==> config.mk <==
export PLATFORM = sky130hd
export DESIGN_NAME = lpr_front
export DESIGN_NICKNAME = d
export VERILOG_FILES = /design/src/sv/lpr_pkg.sv /design/src/sv/lpr_front.sv
export SDC_FILE = /design/constraint.sdc
export NUM_CORES = 1
export LEC_CHECK = 0
export ABC_CLOCK_PERIOD_IN_PS = 2000
export BUFFER_PORTS_ARGS = -buffer_cell sky130_fd_sc_hd__buf_4
export CORE_MARGIN = 2
export CORE_UTILIZATION = 50
export CTS_CLUSTER_SIZE = 12
export DETAILED_ROUTE_END_ITERATION = 8
export PLACE_DENSITY_LB_ADDON = 0.05
export SYNTH_ARGS = -nofsm -noshare
export SYNTH_HDL_FRONTEND = slang
export SYNTH_SLANG_ARGS = --single-unit
==> constraint.sdc <==
create_clock -name clk_i -period 2 [get_ports clk_i]
set_input_delay 0.3 -clock clk_i [delete_from_list [all_inputs] [get_ports clk_i]]
set_output_delay 0.3 -clock clk_i [all_outputs]
set_load 0.01 [all_outputs]
==> src/sv/lpr_pkg.sv <==
`timescale 1ns / 1ps
// Shared types and constants of the length-prefixed packet ring.
// No dependencies; every other file of the block imports this package.
package lpr_pkg;

  // Ring geometry. RING_BYTES must be a power of two, so that positions wrap
  // by plain overflow of a PTR_W-bit counter.
  localparam int RING_BYTES = 1024;
  localparam int PTR_W      = $clog2(RING_BYTES);
  localparam int HDR_BYTES  = 4;
  localparam int RESULT_CAP = 64;

  // Widths of the item fields
  localparam int OPC_W   = 2;
  localparam int PLEN_W  = 16;
  localparam int BYTE_W  = 8;
  localparam int STAT_W  = 3;
  localparam int LEN_W   = 7;   // payload length after the limit check

  // Command queue between front and back
  localparam int QDEPTH = 2;
  localparam int QPTR_W = $clog2(QDEPTH);

  typedef enum logic [OPC_W-1:0] {
    OP_SEND_BEGIN = 2'd0,
    OP_SEND_BYTE  = 2'd1,
    OP_RECV       = 2'd2,
    OP_REWIND     = 2'd3
  } opcode_e;

  typedef enum logic [STAT_W-1:0] {
    ST_OK       = 3'd0,
    ST_BAD_LEN  = 3'd1,
    ST_NO_SPACE = 3'd2,
    ST_EMPTY    = 3'd3,
    ST_CORRUPT  = 3'd4,
    ST_NO_BEGIN = 3'd5
  } status_e;

  // Command class decided at the front
  typedef enum logic [2:0] {
    CMD_BEGIN,
    CMD_BAD_LEN,
    CMD_BYTE,
    CMD_RECV,
    CMD_REWIND
  } kind_e;

  typedef struct packed {
    kind_e              kind;
    logic [LEN_W-1:0]   len;
    logic [BYTE_W-1:0]  data;
  } cmd_t;

endpackage

==> src/sv/lpr_front.sv <==
`timescale 1ns / 1ps
// Front end: accepts command beats, checks send lengths, queues commands.
// Depends on lpr_pkg.
module lpr_front (
  input  logic                       clk_i,
  input  logic                       rst_ni,
  input  logic                       start,
  output logic                       busy,
  input  logic [lpr_pkg::OPC_W-1:0]  opcode_i,
  input  logic [lpr_pkg::PLEN_W-1:0] packet_length_i,
  input  logic [lpr_pkg::BYTE_W-1:0] data_byte_i,
  input  logic [lpr_pkg::LEN_W-1:0]  limit_i,
  input  logic                       pop_i,
  output logic                       cmd_valid_o,
  output lpr_pkg::cmd_t              cmd_o
);
  import lpr_pkg::*;

  cmd_t              cmd_in;
  cmd_t              cmd_q [QDEPTH];
  logic [QPTR_W-1:0] wr_ptr_q, rd_ptr_q;
  logic [QPTR_W:0]   cnt_q, cnt_d;
  logic              push, full;

  // Classify the incoming beat
  always_comb begin
    cmd_in.len  = packet_length_i[LEN_W-1:0];
    cmd_in.data = data_byte_i;
    case (opcode_e'(opcode_i))
      OP_SEND_BEGIN: begin
        if (packet_length_i == '0 ||
            packet_length_i > PLEN_W'(limit_i)) begin
          cmd_in.kind = CMD_BAD_LEN;
        end else begin
          cmd_in.kind = CMD_BEGIN;
        end
      end
      OP_SEND_BYTE: cmd_in.kind = CMD_BYTE;
      OP_RECV:      cmd_in.kind = CMD_RECV;
      OP_REWIND:    cmd_in.kind = CMD_REWIND;
      default:      cmd_in.kind = CMD_REWIND;
    endcase
  end

  assign full  = (cnt_q == (QPTR_W+1)'(QDEPTH));
  assign busy  = full;
  assign push  = start && !full;

  always_comb begin
    cnt_d = cnt_q;
    if (push && !pop_i) begin
      cnt_d = cnt_q + 1'b1;
    end else if (!push && pop_i) begin
      cnt_d = cnt_q - 1'b1;
    end
  end

  // Queue pointers and fill count
  always_ff @(posedge clk_i or negedge rst_ni) begin
    if (!rst_ni) begin
      wr_ptr_q <= '0;
      rd_ptr_q <= '0;
      cnt_q    <= '0;
    end else begin
      if (push) begin
        wr_ptr_q <= wr_ptr_q + 1'b1;
      end
      if (pop_i) begin
        rd_ptr_q <= rd_ptr_q + 1'b1;
      end
      cnt_q <= cnt_d;
    end
  end

  // Queue entries
  always_ff @(posedge clk_i) begin
    if (push) begin
      cmd_q[wr_ptr_q] <= cmd_in;
    end
  end

  assign cmd_valid_o = (cnt_q != '0);
  assign cmd_o       = cmd_q[rd_ptr_q];

endmodule

==> flow_metrics.env <==
export IMPL_fmax_mhz=551
export IMPL_io_pins=57
export IMPL_finalWorstSetupSlack_ps=184
export IMPL_crit_path_max_fanout=8
export IMPL_syn_nets=161
export IMPL_synth_cell_types=27
export IMPL_syn_inst=113
export IMPL_final_layout_size_suffix_gt1_share_pct=50.0
export IMPL_final_hold_viol_count=0
export IMPL_cts_tree="yes"
export IMPL_wire_per_inst_um=14.0
export IMPL_vias=1126
export IMPL_htreeDepth=2
export IMPL_cts_root_buf="clkbuf_4"
export IMPL_synth_edf_count=36
export IMPL_syn_area_um2=1790
export IMPL_seq_area_frac_synth_pct=66.2
export IMPL_p_int_w=0.00186
export IMPL_yosys_area_top_type="edfxtp_1"
export IMPL_die_area_um2=4060
export IMPL_coreArea_um2=3390
export IMPL_hp_class="input pin to register"
export IMPL_status="completed"
export IMPL_antenna_cells=0
export IMPL_grt_start_max_net_pins=19
export IMPL_sequentialPowerShare_pct=47.2
export IMPL_whs_ps=142
export IMPL_synth_seq_cells=40
export IMPL_worst_pin_slew_ps=342
export IMPL_clock_latency_ps=330
export IMPL_cts_buffer_depth=2
export IMPL_cpMaxStageDelayCell="dfrtp_2"
export IMPL_yosys_area_top_type_share_pct=60.5
export IMPL_die_h_um=63.8
export IMPL_power_frac_comb_pct=38.9
export IMPL_drc_errors=0
export IMPL_cp_slowest_stage_delay_ps=480
export IMPL_rsz0062_at_grt="no"
export IMPL_initial_core_util_pct=52.7
export IMPL_synth_area_leaders="edfxtp_1 61%, mux2_2 11%, ha_1 7.7%"
export IMPL_cts_setup_buffers=0
export IMPL_peakVddDrop_v=0.000464
export IMPL_worstSetupEndpointType="output port"
export IMPL_synth_async_sr_flop_share_pct=10.0
export IMPL_setup_viol=0
export IMPL_cts_sinks=40
export IMPL_gp_congestion=0.762
export IMPL_min_period_ps=1820
export IMPL_synth_most_common_cell="edfxtp_1"
export IMPL_grt_pass1_vias=1156
export IMPL_path_cells="buf_4, mux2_2, buf_4"
export IMPL_syn2layout_area_growth_pct=32.1
export IMPL_overflow=0
export IMPL_worstPathRequired_ps=1700
export IMPL_port_buffers=56
export IMPL_drtIter0Drc=29
export IMPL_fin_tns_setup_ps=0
export IMPL_skew_ps=3.16
export IMPL_vias_per_cell=4.98
export IMPL_fp_row_count=21
export IMPL_cts_buffers=5
export IMPL_totalWireLength_mm=3.18
export IMPL_critPathLaunchType="register"
export IMPL_crit_path_frequent_cell="buf_4"
export IMPL_period_share_pct=90.8
export IMPL_yosysWarnings=0
export IMPL_grt_usage_pct=16.9
export IMPL_hpwlAfterDp_mm=2.48
export IMPL_power_leakage_nw=1.01
export IMPL_max_slew_margin_rel_pct=77.2
export IMPL_dp_slack_ps=158
export IMPL_swShare_pct=29.9
export IMPL_final_core_util_pct=69.6
export IMPL_firstDrtPassIters=4
export IMPL_clockPowerShare_pct=13.9
export IMPL_syn_area_per_cell_um2=15.8
export IMPL_drv_slew=0
export IMPL_grt_first_pass_wirelength_mm=5.00
export IMPL_powerDensity_nw_per_um2=1120
export IMPL_cp_arrival_ps=1520
export IMPL_drtAntennaViolNets=0
export IMPL_die_x_um=63.8
export IMPL_cts_clk_slew_worst_paths_ps=100
export IMPL_nets=227
export IMPL_power_switching_w=0.000791
export IMPL_synth_ff_type="edfxtp_1"
export IMPL_crit_type="register to output port"
export IMPL_max_cap_violations=0
export IMPL_synth_common_cells="36 x edfxtp_1, 17 x mux2_2, 12 x inv_1, 11 x ha_1, 5 x nor2_1"
export IMPL_antenna_found_initial=0
==> final timing paths <==
kind                            startpoint        end  slack (ps)  depth (start not counted)
worst max-delay path              rd_ptr_q  cmd_o[12]         180                          3
worst min-delay path                 pop_i   rd_ptr_q         140                          2
worst max register to register    cnt_q[0]   cnt_q[1]         520                          7
worst min register to register    cnt_q[1]   cnt_q[1]         510                          1
max in group asynchronous           rst_ni   rd_ptr_q        1610                          2
min in group asynchronous           rst_ni   cnt_q[1]         280                          2
==> cell type report <==
cell class	count	area, µm²
sequential	40	1180
fill	235	1030
multi-input combinational	59	549
timing repair buffer	61	473
tap	46	57.6
inverter	12	45.0
clock buffer	5	37.5
clock inverter	3	13.8
==> power by group through the flow <==
stage / registers (W) / clock network [W] / logic [W]
final: 0.00125 / 0.000369 / 0.00103
after global routing: 0.00127 / 0.000416 / 0.00111
after CTS: 0.00125 / 0.000385 / 0.00105
after detailed placement: 0.00127 / 0 / 0.00104
after global placement: 0.00125 / 0 / 0.00103
after floorplan: 0.00122 / 0 / 0.000591
==> metal layers <==
metal  share of wire, %  up-vias  track usage (%)
met5                  0        -                0
met4                1.7        0             6.52
met3                6.8        8             6.51
met2                 52       47             29.9
met1                 39      520             18.2
li1                   -      551                -
==> worst max-delay path, delay by kind of cell, from the launching register on <==
family,cells,cell delay (ps)
multiplexers,1,350
buffers and inverters,2,350
flip-flops,1,480
==> what timing repair did <==
item	4_1_cts	5_1_grt
hold buffers	1	0
hold endpoints to repair	4	0
endpoints found under the setup margin	0	2
resized for setup	0	1
==> layout by cell type, fill, tap and decap left out, types with 2 or more instances in the layout <==
master | synthesis | layout
ha_1 | 11 | 11
buf_4 | 1 | 59
clkbuf_4 | 0 | 5
nor4_1 | 2 | 2
xnor2_1 | 2 | 2
dfrtp_1 | 4 | 3
nor2_1 | 5 | 4
clkinv_2 | 0 | 2
xor2_1 | 3 | 3
edfxtp_1 | 36 | 36
inv_1 | 12 | 12
a41o_1 | 2 | 2
nand2_1 | 3 | 3
mux2_2 | 17 | 17
==> per-stage QoR <==
step                      std cells  area (µm²)  total power, W
after floorplan                 113        1790         0.00181
after global placement          217        2300         0.00228
after CTS                       226        2360         0.00269
after detailed placement        217        2300         0.00232
final                           226        2360         0.00265
after global routing            226        2360         0.00280
==> registers in the layout, summed over array words and instances, names as in the netlist <==
register,cells
rd_ptr_q,1
cnt_q,2
wr_ptr_q,1
cmd_q,36
==> logic make-up after synthesis <==
family,share of synthesized area [%]
fa+ha+maj,7.71
compound gates,3.50
mux,11.4
simple gates,5.61
xor+xnor,2.45
buf+inv,3.22
flops,66.2
No activity file was read; power rests on OpenSTA's default activity.
